===== config.mk =====
export PLATFORM = sky130hd
export DESIGN_NAME = bu4_ram
export DESIGN_NICKNAME = d
export VERILOG_FILES = /design/src/rtl/core/bu4_ram.sv
export SDC_FILE = /design/constraint.sdc
export NUM_CORES = 2
export LEC_CHECK = 0
export BUFFER_PORTS_ARGS = -buffer_cell sky130_fd_sc_hd__clkbuf_2
export CAP_MARGIN = 20
export CELL_PAD_IN_SITES_DETAIL_PLACEMENT = 1
export CELL_PAD_IN_SITES_GLOBAL_PLACEMENT = 2
export CORE_MARGIN = 2
export CORE_UTILIZATION = 45
export DETAILED_ROUTE_END_ITERATION = 10
export GPL_TIMING_DRIVEN = 0
export HOLD_SLACK_MARGIN = 0.06
export PLACE_DENSITY_LB_ADDON = 0.1
export SLEW_MARGIN = 10
export SYNTH_ARGS = -nofsm -noshare
export SYNTH_HDL_FRONTEND = slang
export SYNTH_SLANG_ARGS = --single-unit

===== constraint.sdc =====
create_clock -name clk -period 7.3 [get_ports clk]
set_input_delay 0.365 -clock clk [delete_from_list [all_inputs] [get_ports clk]]
set_output_delay 0.365 -clock clk [all_outputs]
set_load 0.01 [all_outputs]

===== src/rtl/core/bu4_ram.sv =====
module bu4_ram #(
  parameter int WIDTH = 16,
  parameter int DEPTH = 256,
  localparam int AW   = $clog2(DEPTH)
) (
  input  logic             clk,
  input  logic             we,
  input  logic [AW-1:0]    addr,
  input  logic [WIDTH-1:0] wdata,
  output logic [WIDTH-1:0] rdata
);

  logic [WIDTH-1:0] mem [DEPTH];

  always_ff @(posedge clk) begin
    if (we) begin
      mem[addr] <= wdata;
    end
    rdata <= mem[addr];
  end

endmodule


==> reports/metrics.cfg <==
[floorplan]
initial_core_util_pct = 45.3
num_rows = 215
dieArea_sq_mm = 0.350
core_region_area_sq_mm = 0.343
fp.dieH_microns = 592
dieWidth_microns = 592
ios = 42

[timing]
worst_pin_slew_ns = 1.28
final_max_slew_viol_count = 0
finClkSkew_ns = 0.0480
finalWorstSetupSlack_ns = 2.08
setup_violations = 0
fmaxAchievable_mhz = 192
finalCritPeriodShare_pct = 71.5
fin_crit_ns = 5.22
hold_viol = 0
rsz0062_at_grt = no
slew_headroom_pct = 14.6

[global_routing]
grt_pass1_vias = 79805
antenna_found_initial = 28
grt_max_degree = 123
overflow = 0
grt_use_total_pct = 28.4
grt_pass1_wl_microns = 676000

[placement]
post-place-ws_ns = 1.19
hpwl_microns = 342000
place_congestion = 0.897
io_buffers = 37
placed_area_sq_mm = 0.168
dpl.cell_count = 11695

[drt]
viasPerCell = 6.23
antenna_left = 0
drc_errors = 0
vias = 78130
drt_iter0_markers = 9821
dr.pass1.iters = 5
wirelength_microns = 495000
post_drt_wl_per_cell_microns = 39.5

[setup_path]
critPathCapture = rdata[5]
reg2reg_from = mem[139][5]
worstSetupPathType = in2reg
worstPathBufferInverterCount = 4
required_ns = 7.88
path_cells = clkbuf_1, buf_2, clkbuf_2, buf_1, mux4_2, a22oi_1, a21oi_1, o41ai_1, nand4_1
rr_worst_depth = 5
r2r_end = rdata[5]
path_max_fanout = 11
r2r_setup_slack_ns = 3.05
crit_family = compound AO/OA/AOI/OAI gates
arrival_ns = 5.80
cp_slowest_stage_delay_ns = 1.13
crit_start = addr[1]
critPathLaunchType = input pin
worstSetupPathDepth = 9
endpoint_kind = flop
crit_slowest_cell = o41ai_1

[finish]
layout-drive-gt1-share_pct = 31.6
fin_nets = 7614
final_area_sq_mm = 0.183
utilization_pct = 53.2
synthToLayoutAreaGrowth_pct = 17.5
fin_cells = 12548

[clocking]
cts_sinks = 4112
clock_latency_ns = 0.99
clock-root-buffer = clkbuf_16
cts_tree = built
clk_path_buf_depth = 4
numCtsBuffers = 430
h-tree-depth = 5
path_clk_slew_ns = 0.06
cts_resized = 0

[yosys]
ys_types = 22
netlist_area_sq_mm = 0.155
avgSynthCellArea_sq_um = 23.1
yosysSeqAreaShare_pct = 79.4
yosys_warnings = 0
synth_seq_cells = 4112
syn_inst = 6727
mappedNetlistNets = 6753

[worst_hold_path]
hold_path.class = in2reg

[pwr]
vdd_ir_drop_max_mv = 0.201
cellLeakagePower_nw = 56.2
p_total_mw = 51.0
power.density_mw_per_mm2 = 279

[job]
max_cap_violations = 0

[outcome]
status = finished, final reports clean

[how the worst min path moves through the flow]
stage | from | end | slack, ns | cells past startpoint
2_1_floorplan | wdata[0] | mem[0][0] | 0.46 | 0
3_3_place_gp | rdata[15] | rdata[15] | 0.76 | 1
3_5_place_dp | wdata[14] | mem[211][14] | 0.60 | 1
4_1_cts | wdata[14] | mem[211][14] | 0.12 | 2
5_1_grt | wdata[14] | mem[211][14] | 0.16 | 2
6_report | wdata[14] | mem[211][14] | 0.17 | 2
[cell type report]
class / count / area, sq um
Timing Repair Buffer: 429 / 6130
Antenna cell: 40 / 100
Multi-Input combinational cell: 2194 / 31100
Clock buffer: 538 / 11500
Inverter: 1 / 3.75
Buffer: 420 / 2030
Tap cell: 4557 / 5700
Clock inverter: 257 / 2670
Fill cell: 29294 / 161000
Sequential cell: 4112 / 123000
[cell usage after synthesis]
cell / count / area (sq um)
mux4_2: 1024 / 23100
buf_6: 25 / 282
or2_2: 2 / 12.5
o41ai_1: 64 / 561
or3_1: 1 / 6.26
buf_2: 76 / 380
clkbuf_1: 249 / 935
and2_1: 3 / 18.8
nand4_1: 16 / 100
edfxtp_1: 4096 / 123000
a21oi_1: 256 / 1280
a22oi_1: 512 / 3840
nor2_1: 232 / 871
buf_1: 54 / 203
inv_1: 1 / 3.75
nor2b_1: 7 / 43.8
nand2_1: 28 / 105
dfxtp_1: 16 / 320
nand2b_1: 6 / 37.5
nor3_1: 30 / 150
buf_4: 16 / 120
nand3_1: 13 / 65.1
[layout by cell type, fill, tap and decap left out, drive strengths merged]
cell type / count
dfxtp: 16
o41ai: 64
diode: 40
and2: 3
nand3: 13
nor2b: 7
clkinvlp: 8
edfxtp: 4096
inv: 12
nand2: 28
buf: 547
nand2b: 6
a21oi: 256
bufinv: 53
nor3: 30
clkinv: 185
nand4: 16
or3: 1
a22oi: 512
clkbuf: 824
or2: 2
mux4: 1024
nor2: 232
dlygate4sd3: 16
[through the flow]
| step | setup TNS, ns | hold WS, ns |
|---|---|---|
| 2_1_floorplan | 0 | 0.464 |
| 3_3_place_gp | -3186.69 | 0.755 |
| 3_5_place_dp | 0 | 0.603 |
| 4_1_cts | 0 | 0.120 |
| 5_1_grt | 0 | 0.162 |
| 6_report | 0 | 0.169 |
[cell families after synthesis]
logic type | synth area share, %
DFF | 79.4
muxes | 14.8
AOI/OAI and AO/OA | 3.66
buffers and inverters | 1.24
and+or+nand+nor | 0.907
[power breakdown]
group          internal [mW]  switching (mW)
Combinational          0.822            1.84
Clock                   13.0            9.27
Sequential              26.0          0.0194
Total                   39.9            11.1
[registers in the layout, indices dropped and copies added (netlist names)]
name,count
mem,4096
rdata,16
[timing repair]
action	in CTS	in global routing
hold endpoints to repair	546	0
buffers inserted	0	0
hold buffers	16	0
[metal layers]
metal  GRT usage (%)  vias up  share of wire [%]
li1                -    30897                  -
met1            39.6    43233                 40
met2            45.5     3346                 48
met5               0        -             0.0022
met3            4.52      652                7.5
met4            10.4        2                4.0
(Power assumes the default switching activity.)
