===== config.mk =====
export PLATFORM = sky130hd
export DESIGN_NAME = bu4_fifo
export DESIGN_NICKNAME = d
export VERILOG_FILES = /design/src/rtl/core/bu4_fifo.sv
export SDC_FILE = /design/constraint.sdc
export NUM_CORES = 1
export LEC_CHECK = 0
export ABC_CLOCK_PERIOD_IN_PS = 6200
export BUFFER_PORTS_ARGS = -buffer_cell sky130_fd_sc_hd__buf_2
export CORE_MARGIN = 8
export CORE_UTILIZATION = 50
export CTS_CLUSTER_DIAMETER = 100
export CTS_CLUSTER_SIZE = 28
export DETAILED_ROUTE_END_ITERATION = 6
export HOLD_SLACK_MARGIN = 0.03
export PLACE_DENSITY = 0.68
export SLEW_MARGIN = 20
export SYNTH_ARGS = -nofsm -noshare
export SYNTH_HDL_FRONTEND = slang
export SYNTH_SLANG_ARGS = --single-unit

===== constraint.sdc =====
create_clock -name clk -period 6.2 [get_ports clk]
set_clock_uncertainty 0.05 [all_clocks]
set_input_delay 1.24 -clock clk [delete_from_list [all_inputs] [get_ports clk]]
set_output_delay 1.24 -clock clk [all_outputs]
set_load 0.005 [all_outputs]

===== src/rtl/core/bu4_fifo.sv =====
module bu4_fifo #(
  parameter int WIDTH = 23,
  parameter int DEPTH = 8
) (
  input  logic             clk,
  input  logic             rst,
  input  logic             push,
  input  logic [WIDTH-1:0] wdata,
  input  logic             pop,
  output logic             valid,
  output logic [WIDTH-1:0] rdata
);

  localparam int PW = $clog2(DEPTH);
  localparam int CW = $clog2(DEPTH + 1);
  localparam logic [PW-1:0] PTR_LAST = PW'(DEPTH - 1);
  localparam logic [CW-1:0] DEPTH_C  = CW'(DEPTH);

  logic [WIDTH-1:0] slot [DEPTH];
  logic [PW-1:0]    wr_ptr;
  logic [PW-1:0]    rd_ptr;
  logic [CW-1:0]    count;

  assign valid = (count != '0);
  assign rdata = slot[rd_ptr];

  always_ff @(posedge clk) begin
    if (push) begin
      slot[wr_ptr] <= wdata;
    end
  end

  always_ff @(posedge clk) begin
    if (rst) begin
      wr_ptr <= '0;
      rd_ptr <= '0;
      count  <= '0;
    end else begin
      if (push) begin
        wr_ptr <= (wr_ptr == PTR_LAST) ? '0 : wr_ptr + 1'b1;
      end
      if (pop) begin
        rd_ptr <= (rd_ptr == PTR_LAST) ? '0 : rd_ptr + 1'b1;
      end
      case ({push, pop})
        2'b10:   count <= count + 1'b1;
        2'b01:   count <= count - 1'b1;
        default: count <= count;
      endcase
    end
  end

`ifndef ASSERT_OFF
  // The issue credit must keep the queue from ever overflowing.
  a_no_overflow: assert property (@(posedge clk) disable iff (rst)
    push |-> (count != DEPTH_C))
    else $error("result queue pushed while full");
`endif

endmodule


==> qor.log <==
INFO  sta            fmaxAchievable=252.7MHz
INFO  final_layout   insertedDiodeCount=0
INFO  floorplan      core.rowCount=45
INFO  floorplan      ios=51
INFO  sta            finalWorstSetupSlack=2.242ns
INFO  critical_path  criticalPathCategory=flip-flop to output port
INFO  power          power_leakage=0.002953uW
INFO  sta            hold_violations=0
INFO  logic_synthesis synth_cell_type_count=25
INFO  clock_tree     ctsHoldBuffers=0
INFO  detailed_routing detail_route.drc_violations=0
INFO  status         status=completed
INFO  job            maxCapViolations=0
INFO  power          power.share.switching=19.40%
INFO  logic_synthesis synthesis.yosys.warnings=0
INFO  sta            tightestPinTransition=0.9209ns
INFO  placement      dp_hpwl=7277um
INFO  logic_synthesis syn-instance-count=338
INFO  power          power_frac_seq=53.3%
INFO  detailed_routing detail_route.vias_per_cell=5.716
INFO  critical_path  worst_ep_arrival_time=2.67ns
INFO  clock_tree     cts_htree_levels=4
INFO  global_route   grt_overflow_total=0
INFO  clock_tree     clock_sinks=197
INFO  clock_tree     worstSkewPairLatency=0.42ns
INFO  placement      pre_cts_slack=2.650ns
INFO  logic_synthesis ys_seq_elements=197
INFO  sta            fin_crit=3.958ns
INFO  critical_path  timing.reg2reg.setup_slack=4.12ns
INFO  critical_path  endpoint_kind=output port
INFO  clock_tree     tritoncts.num_buffers=17
INFO  global_route   first_global_vias=3573
INFO  final_layout   final_cells=598
INFO  detailed_routing routedWlPerCell=22.53um
INFO  critical_path  required=4.91ns
INFO  logic_synthesis synth_fp_nets=372
INFO  detailed_routing first_pass_iters=4
INFO  clock_tree     post_cts_resize_count=0
INFO  clock_tree     clock_path_buffers=2
INFO  clock_tree     cts.repair_timing.setup_buffer_count=0
INFO  detailed_routing wl=13470um
INFO  power          vdd_ir_drop_max=0.0002365V
INFO  hold_path      worstHoldPathCells=2
INFO  power          clockPowerShare=40.7%
INFO  hold_path      min_from=wr_ptr[0]
INFO  power          p_per_area=321.3nW/um2
INFO  sta            fin_crit_sh=63.84%
INFO  logic_synthesis post_synth_instance_area=7692um2
INFO  final_layout   syn_to_final_growth=14.49%
INFO  detailed_routing detailedRoute.firstIterationViolations=403
INFO  critical_path  rr_startpoint=wr_ptr[0]
INFO  final_layout   layout.core_utilization=58.15%
INFO  detailed_routing vias=3418
INFO  hold_path      hold_path_class=flip-flop to flip-flop
INFO  floorplan      die_ar=19610um2
INFO  power          combinationalPowerShare=6.0%
INFO  global_route   grt_max_degree=47
INFO  placement      placed_cells=566
INFO  global_route   groute.usage.overall=14.29%
INFO  floorplan      die_x=140.0um
INFO  sta            final_max_slew_viol_count=0
INFO  critical_path  startpoint_type_of_the_worst_setup_path=flip-flop
INFO  floorplan      fp.coreArea=15150um2
INFO  placement      gp_congestion=0.6564
INFO  clock_tree     cts.root.buffer_cell=clkbuf_16
INFO  floorplan      starting_density_of_the_core=50.79%
INFO  logic_synthesis synth.yosys.seq_area_share=75.21%
INFO  critical_path  cp_max_fo=34
INFO  detailed_routing drt.antenna.violating_nets=0
INFO  sta            rsz0062_at_grt=false
INFO  clock_tree     cts_tree=yes
INFO  sta            final_setup_violation_count=0
INFO  global_route   first_pass_grt_wire_length=20530um
INFO  clock_tree     cts.reportedPaths.clkPinSlew=0.07ns
INFO  logic_synthesis syn_avg_cell_area=22.76um2
INFO  critical_path  regToRegEndpoint=slot[0][19]
INFO  global_route   antenna_found_initial=0
INFO  hold_path      hold-path-endpoint=wr_ptr[0]
INFO  power          power_report.internal_total=2281uW
INFO  final_layout   final_layout_size_suffix_gt1_share=30.98%
INFO  sta            setup_total_negative_slack=0ns
INFO  critical_path  worst-r2r-cell-count=3
INFO  final_layout   design.final.nets=431
INFO  placement      io_buffer_count=50
INFO  power          p_sw=549.0uW
INFO  sta            relSlewSlack=38.46%
INFO  floorplan      dieHeight=140.0um
## how the worst max path moves through the flow
stage	startpoint	end	slack [ns]
2_1_floorplan	push	slot[0][0]	2.77
3_3_place_gp	flip-flop	rdata[5]	2.67
3_5_place_dp	flip-flop	rdata[6]	2.65
4_1_cts	flip-flop	rdata[6]	2.19
5_1_grt	flip-flop	rdata[3]	2.10
6_report	flip-flop	rdata[6]	2.24
## registers in the layout, indices dropped and copies added, names as in the netlist, named ones only
name and cells:
count 4, rd_ptr 3, slot 184, wr_ptr 3
## area by class of cell
class	instances	area (um2)
Clock buffer	23	478.0
Sequential cell	197	5791
Inverter	2	7.507
Multi-Input combinational cell	125	1866
Clock inverter	9	150.1
Timing Repair Buffer	54	280.3
Tap cell	188	235.2
Fill cell	1042	6339
## power by group through the flow
stage               Clock [uW]  Sequential (uW)  Combinational [uW]
finish                    1150             1510                 171
global route              1210             1510                 189
CTS                       1160             1510                 176
detailed placement           0             1540                 175
global placement             0             1530                 170
floorplan                    0             1520                 116
## placed cells by master (no fill, tap or decap), drive strengths merged
| cell | netlist | final |
|---|---|---|
| a21oi | 5 | 5 |
| a41oi | 1 | 1 |
| buf | 10 | 54 |
| bufinv | 0 | 4 |
| clkbuf | 4 | 23 |
| clkinv | 0 | 3 |
| clkinvlp | 0 | 2 |
| dfxtp | 13 | 13 |
| edfxtp | 184 | 184 |
| ha | 7 | 7 |
| inv | 2 | 2 |
| mux2 | 25 | 25 |
| mux2i | 4 | 4 |
| mux4 | 46 | 46 |
| nand2 | 4 | 4 |
| nand2b | 3 | 3 |
| nor2 | 17 | 17 |
| nor2b | 1 | 1 |
| nor3 | 4 | 4 |
| nor4b | 1 | 1 |
| o21ai | 1 | 1 |
| o41ai | 1 | 1 |
| or3 | 1 | 1 |
| or4 | 1 | 1 |
| xor2 | 3 | 3 |
## stage by stage
| stage | hold WS, ns | total power, uW | cell area (um2) |
|---|---|---|---|
| detailed placement | 0.4803 | 1712 | 8177 |
| global route | 0.5539 | 2915 | 8807 |
| CTS | 0.4962 | 2848 | 8805 |
| global placement | 0.4681 | 1705 | 8170 |
| finish | 0.4953 | 2830 | 8807 |
| floorplan | 0.4397 | 1639 | 7692 |
## worst max-delay path, stage by stage, from the launching register on
cell and delay (ns):
dfxtp_2 0.59, buf_4 0.55, mux4_1 0.63, mux2_2 0.29, buf_2 0.13
## metal layers
metal	GRT usage (%)	up-vias	share of wire (%)
met5	0	-	0
met4	5.657	0	1.6
met3	4.077	17	4.7
met2	23.45	72	51
met1	17.65	1771	43
li1	-	1558	-
## kinds of logic (layout without fill, tap and decap cells)
logic type / count (synthesis) / in the layout / share of synthesized area (%)
DFF: 197 / 197 / 75.21
AOI/OAI and AO/OA: 8 / 8 / 0.6180
adders and majority gates: 7 / 7 / 1.139
xor gates and xnor gates: 3 / 3 / 0.3416
buffers and inverters: 16 / 88 / 1.334
muxes: 75 / 75 / 19.45
and+or+nand+nor: 32 / 32 / 1.903
## synth_stat cells
| master | count | area share (%) |
|---|---|---|
| a21oi_1 | 5 | 0.33 |
| nor2b_1 | 1 | 0.081 |
| nor2_1 | 17 | 0.83 |
| nor3_1 | 4 | 0.26 |
| a41oi_1 | 1 | 0.11 |
| mux4_2 | 9 | 2.6 |
| nand2b_1 | 3 | 0.24 |
| clkbuf_1 | 4 | 0.20 |
| mux2_2 | 25 | 3.7 |
| buf_2 | 4 | 0.26 |
| xor2_1 | 3 | 0.34 |
| nor4b_1 | 1 | 0.11 |
| ha_1 | 7 | 1.1 |
| o21ai_0 | 1 | 0.065 |
| buf_6 | 5 | 0.73 |
| or4_1 | 1 | 0.098 |
| inv_1 | 2 | 0.098 |
| mux4_1 | 37 | 13 |
| dfxtp_1 | 13 | 3.4 |
| edfxtp_1 | 184 | 72 |
| mux2i_1 | 4 | 0.52 |
| nand2_1 | 4 | 0.20 |
| o41ai_1 | 1 | 0.11 |
| or3_1 | 1 | 0.081 |
| buf_1 | 1 | 0.049 |
No activity file was read; power rests on OpenSTA's default activity.
