File: config.mk
export PLATFORM = sky130hd
export DESIGN_NAME = bu4_mac
export DESIGN_NICKNAME = d
export VERILOG_FILES = /design/src/rtl/core/bu4_pkg.sv /design/src/rtl/core/bu4_mac.sv
export SDC_FILE = /design/constraint.sdc
export NUM_CORES = 1
export LEC_CHECK = 0
export BUFFER_PORTS_ARGS = -buffer_cell sky130_fd_sc_hd__buf_2
export CORE_MARGIN = 3
export CORE_UTILIZATION = 56
export DETAILED_ROUTE_END_ITERATION = 12
export PLACE_DENSITY_LB_ADDON = 0.12
export SYNTH_ARGS = -nofsm -noshare
export SYNTH_HDL_FRONTEND = slang
export SYNTH_SLANG_ARGS = --single-unit
export TNS_END_PERCENT = 50
File: constraint.sdc
create_clock -name clk -period 4.7 [get_ports clk]
set_input_delay 0.235 -clock clk [delete_from_list [all_inputs] [get_ports clk]]
set_output_delay 0.235 -clock clk [all_outputs]
set_load 0.005 [all_outputs]
File: src/rtl/core/bu4_pkg.sv
package bu4_pkg;

  localparam int SRC_DIM_DEF = 256;
  localparam int UPSCALE_DEF = 4;

  localparam int COORD_W    = 10;
  localparam int SAMPLE_W   = 16;
  localparam int VALUE_W    = 22;
  localparam int S_TDATA_W  = 40;
  localparam int M_TDATA_W  = 24;
  localparam int WGT_W      = 9;
  localparam int FIFO_DEPTH = 8;

  typedef enum logic {
    CMD_LOAD = 1'b0,
    CMD_READ = 1'b1
  } cmd_t;

  // One memory access as seen by the accumulator, aligned with the RAM read data.
  typedef struct packed {
    logic             vld;
    cmd_t             cmd;
    logic             first;
    logic             last;
    logic [WGT_W-1:0] wgt;
  } tok_t;

endpackage

File: src/rtl/core/bu4_mac.sv
module bu4_mac #(
  parameter int UPSCALE = bu4_pkg::UPSCALE_DEF
) (
  input  logic                       clk,
  input  logic                       rst,
  input  bu4_pkg::tok_t              tok,
  input  logic [bu4_pkg::SAMPLE_W-1:0] rdata,
  output logic                       push,
  output logic [bu4_pkg::VALUE_W:0]  push_data
);

  localparam int D        = 2 * UPSCALE;
  localparam int DD       = D * D;
  localparam int ACC_W    = 26;
  localparam int NACC_W   = 24;
  localparam int RSH      = 30;
  localparam int RW       = 27;
  localparam int SCALE_SH = 6;
  localparam int QSH      = RSH - SCALE_SH;
  localparam int QW       = 26;
  localparam int PW       = NACC_W + RW;
  localparam int RMW      = 32;

  // Bias that keeps every partial sum non-negative.
  localparam logic [ACC_W-1:0] OFF = ACC_W'((1 << (bu4_pkg::SAMPLE_W - 1)) * DD);
  localparam logic [RW-1:0]    RECIP = RW'((64'd1 << RSH) / DD);
  localparam logic [RMW-1:0]   DD_R  = RMW'(DD);
  localparam logic [bu4_pkg::VALUE_W-1:0] VOFF =
    bu4_pkg::VALUE_W'((1 << (bu4_pkg::SAMPLE_W - 1)) << SCALE_SH);

  logic signed [ACC_W-1:0] prod;
  logic signed [ACC_W-1:0] acc_base;
  logic signed [ACC_W-1:0] acc_next;
  logic signed [ACC_W-1:0] acc;

  logic              v1;
  logic              rd1;
  logic [NACC_W-1:0] a1;
  logic [PW-1:0]     p;

  logic              v2;
  logic              rd2;
  logic [NACC_W-1:0] a2;
  logic [QW-1:0]     q2;
  logic [RMW-1:0]    rem;
  logic [QW-1:0]     qf;
  logic [bu4_pkg::VALUE_W-1:0] value;

  // Weighted accumulate, one neighbor per cycle.
  assign prod     = $signed(rdata) * $signed({1'b0, tok.wgt});
  assign acc_base = tok.first ? $signed(OFF) : acc;
  assign acc_next = acc_base + prod;

  // Reciprocal estimate of 64*acc/DD, low by at most one.
  assign p = PW'(a1) * PW'(RECIP);

  assign rem   = (RMW'(a2) << SCALE_SH) - RMW'(q2) * DD_R;
  assign qf    = (rem >= DD_R) ? q2 + 1'b1 : q2;
  assign value = bu4_pkg::VALUE_W'(qf) - VOFF;

  assign push      = v2;
  assign push_data = {rd2, rd2 ? value : {bu4_pkg::VALUE_W{1'b0}}};

  always_ff @(posedge clk) begin
    if (tok.vld) begin
      acc <= acc_next;
    end
    a1 <= NACC_W'(acc_next);
    a2 <= a1;
    q2 <= p[QSH+QW-1:QSH];
  end

  always_ff @(posedge clk) begin
    if (rst) begin
      v1  <= 1'b0;
      rd1 <= 1'b0;
      v2  <= 1'b0;
      rd2 <= 1'b0;
    end else begin
      v1  <= tok.vld && tok.last;
      rd1 <= (tok.cmd == bu4_pkg::CMD_READ);
      v2  <= v1;
      rd2 <= rd1;
    end
  end

`ifndef ASSERT_OFF
  // The reciprocal estimate may need at most one correction step.
  a_one_correction: assert property (@(posedge clk) disable iff (rst)
    (v2 && rd2) |-> (rem < (DD_R << 1)))
    else $error("reciprocal estimate off by more than one");
`endif

endmodule

==> impl_metrics.csv <==
group,metric,value,unit
critical_path,endpoint_kind,"register",
sta,hold_viol,0,
clock_tree,clk_latency,0.32,ns
critical_path,rrSetupSlack,0.91,ns
critical_path,cp_top_family,"adder cells",
drt,totalWireLength,15.3,mm
placement,pre_cts_slack,-0.309,ns
drt,drcViolationCount,0,
grt,overflow,0,
placement,hpwl,12.8,mm
drt,ant_nets,0,
layout,diodes,0,
drt,drt-initial-drc-count,296,
layout,stdcell_count,1064,
placement,gp_congestion,0.823,
clock_tree,cts_made_buffers,9,
sta,layout_worst_path_cycle_share,0.959,
sta,slew_headroom,0.613,
drt,wl_met2,6.84,mm
clock_tree,clk_pin_slew_worst_paths,0.05,ns
grt,grt_max_degree,24,
layout,area_growth,21.9,%
die,initial_utilization,0.577,
synth,synthCells,754,
drt,routedWlPerCell,14.4,microns
synth,syn_area,0.00731,sq mm
drt,via_count,5161,
die,num_rows,41,
sta,timing.fmax,222,MHz
clock_tree,hold_buffers,0,
layout,drive_gt1_frac,0.220,
sta,skew,0.00874,ns
die,core-area,0.0127,sq mm
grt,grt_first_pass_wirelength,27.4,mm
sta,slew_violations,0,
synth,synth_seq_area_share,0.222,
grt,track_usage,0.237,
placement,dp.cells,1046,
clock_tree,root_buffer,"clkbuf_16",
worst_hold_path,hp-class,"in -> reg",
critical_path,cp_cell_sequence,"clkbuf_4 -> and2_1 -> fa_1 -> inv_1 -> fa_1 -> inv_2 -> fa_1 -> fa_1 -> inv_2 -> fa_1 -> inv_2 -> ha_4 -> o21a_1 -> o211ai_1 -> a31o_2 -> a21oi_4 -> mux2i_1 -> o2111ai_2",
critical_path,critPathBufInv,5,
grt,antenna_found_initial,0,
clock_tree,cts.sinks,70,
sta,setup_viol,0,
drt,wl_met3,748,microns
synth,yosysWarnings,0,
layout,fillers,991,
layout,finish.utilization,0.703,
synth,async_flop_share,0,
sta,setup_tns,0,ns
sta,worst_slew_pin_slew,0.580,ns
die,die_height,120,microns
layout,nNetsFinal,1094,
drt,top_layer_used,"met4",
clock_tree,clock_path_buffers,2,
status,status,"complete, no violations",
clock_tree,h-tree-depth,3,
drt,wl_met1,7.61,mm
synth,synth_seq_cells,70,
critical_path,slowest_delay,0.53,ns
synth,synth.net_count,961,
critical_path,required,4.74,ns
critical_path,crit_arrival,4.55,ns
drt,drt-pass1-iter-count,4,
job,maxCapViolations,0,
critical_path,critical_path.max_fanout,11,
critical_path,startpoint_type,"primary input",
synth,synth_cell_types,43,
critical_path,critical_path.most_common_cell,"fa_1",
die,die_width,120,microns
synth,ys_dominant_reg_cell,"dfxtp_1",
sta,fin_ws,0.192,ns
synth,avgSynthCellArea,9.69,sq um
critical_path,crit_slowest_cell,"fa_1",
drt,viasPerCell,4.85,
placement,io_buffers,54,
grt,grt_pass1_vias,5573,
sta,rsz0062_at_grt,"yes",
clock_tree,cts_tree,"yes",
critical_path,critical_path_class,"in -> reg",
die,die-area,0.0145,sq mm
die,io-pin-count,55,
synth,synth_edf_count,22,
sta,timing.final.crit_period,4.51,ns
==> kinds of logic (layout without fill, tap and decap cells) <==
| group | count (synthesis) | in the layout | share of synthesized area |
|---|---|---|---|
| AOI/OAI and AO/OA | 46 | 46 | 0.0433 |
| xor gates and xnor gates | 31 | 31 | 0.0372 |
| buffers and inverters | 193 | 331 | 0.0998 |
| muxes | 1 | 1 | 0.00137 |
| adders and majority gates | 176 | 176 | 0.429 |
| DFF | 70 | 70 | 0.222 |
| and+or+nand+nor | 237 | 237 | 0.167 |
==> area by class of cell <==
| cell class | instances | area [sq um] | share of cell area |
|---|---|---|---|
| clock inverters | 5 | 63.8 | 0.00717 |
| repair buffers | 145 | 992 | 0.111 |
| inverters | 170 | 638 | 0.0717 |
| flip-flops and latches | 70 | 1620 | 0.182 |
| multi-input cells | 491 | 5110 | 0.574 |
| clock buffers | 11 | 264 | 0.0296 |
| well taps | 172 | 215 | 0.0242 |
==> state kept, by name, indices dropped and copies added (netlist names) <==
register and flops:
rd1 1, q2 22, acc 22, a1 22, rd2 1, v1 1
push 1
==> final timing paths <==
check	startpoint	end	cells after the start
worst min-delay path	rst	v1$_SDFF_PP0_	2
worst max-delay path	tok[4]	acc[18]$_DFFE_PP_	18
worst max register to register	acc[5]$_DFFE_PP_	acc[18]$_DFFE_PP_	13
worst min register to register	a1[13]$_DFF_P_	q2[13]$_DFF_P_	0
==> cells in the final DEF, fill, tap and decap left out, drive strengths merged, types with 4 or more instances in the layout <==
master,netlist,routed
ha,52,52
dfxtp,48,48
nor2,14,14
nand2b,6,6
xor2,9,9
a31oi,4,4
inv,170,171
a21oi,15,15
a21o,7,7
buf,2,139
nand3,7,7
edfxtp,22,22
fa,124,124
nand4,4,4
and2,85,85
xnor2,22,22
nand2,92,92
nor2b,22,22
o21a,4,4
o21ai,6,6
clkbuf,21,17
==> stage by stage <==
| step | area (sq um) | hold WS (ns) |
|---|---|---|
| after CTS | 8740 | 0.108 |
| final | 8900 | 0.116 |
| after floorplan | 7370 | 0.307 |
| after global placement | 8410 | 0.313 |
| after global routing | 8900 | 0.115 |
| after detailed placement | 8410 | 0.312 |
==> Yosys cell counts (2+ instances only) <==
library cell	n	area [sq um]
ha_1	52	651
nor2b_1	22	138
clkbuf_1	21	78.8
edfxtp_1	22	661
nand2b_1	6	37.5
xnor2_1	22	193
dfxtp_1	48	961
a21oi_2	3	26.3
nand3_1	7	35.0
a21o_1	7	52.6
and2_1	84	526
nand2_1	91	342
nor2_1	14	52.6
a21oi_1	12	60.1
nand4_1	4	25.0
xor2_1	9	78.8
o211ai_1	2	15.0
inv_1	170	638
a31oi_1	4	25.0
fa_1	124	2480
o21a_1	4	30.0
o21ai_0	3	15.0
o21ai_1	3	15.0
==> layer usage <==
metal  vias up  global-route usage
met3         9              0.0351
li1       2507                   -
met1      2523               0.364
met2       122               0.368
met5         -                   0
met4         0              0.0418
==> repair_timing <==
item | CTS | global route
resized for setup | 0 | 43
endpoints found under the setup margin | 0 | 17
setup buffers | 0 | 2
Power is left out: the tool's default activity adds up to more than one toggle a clock period on the data nets, which glitch-free logic cannot reach.
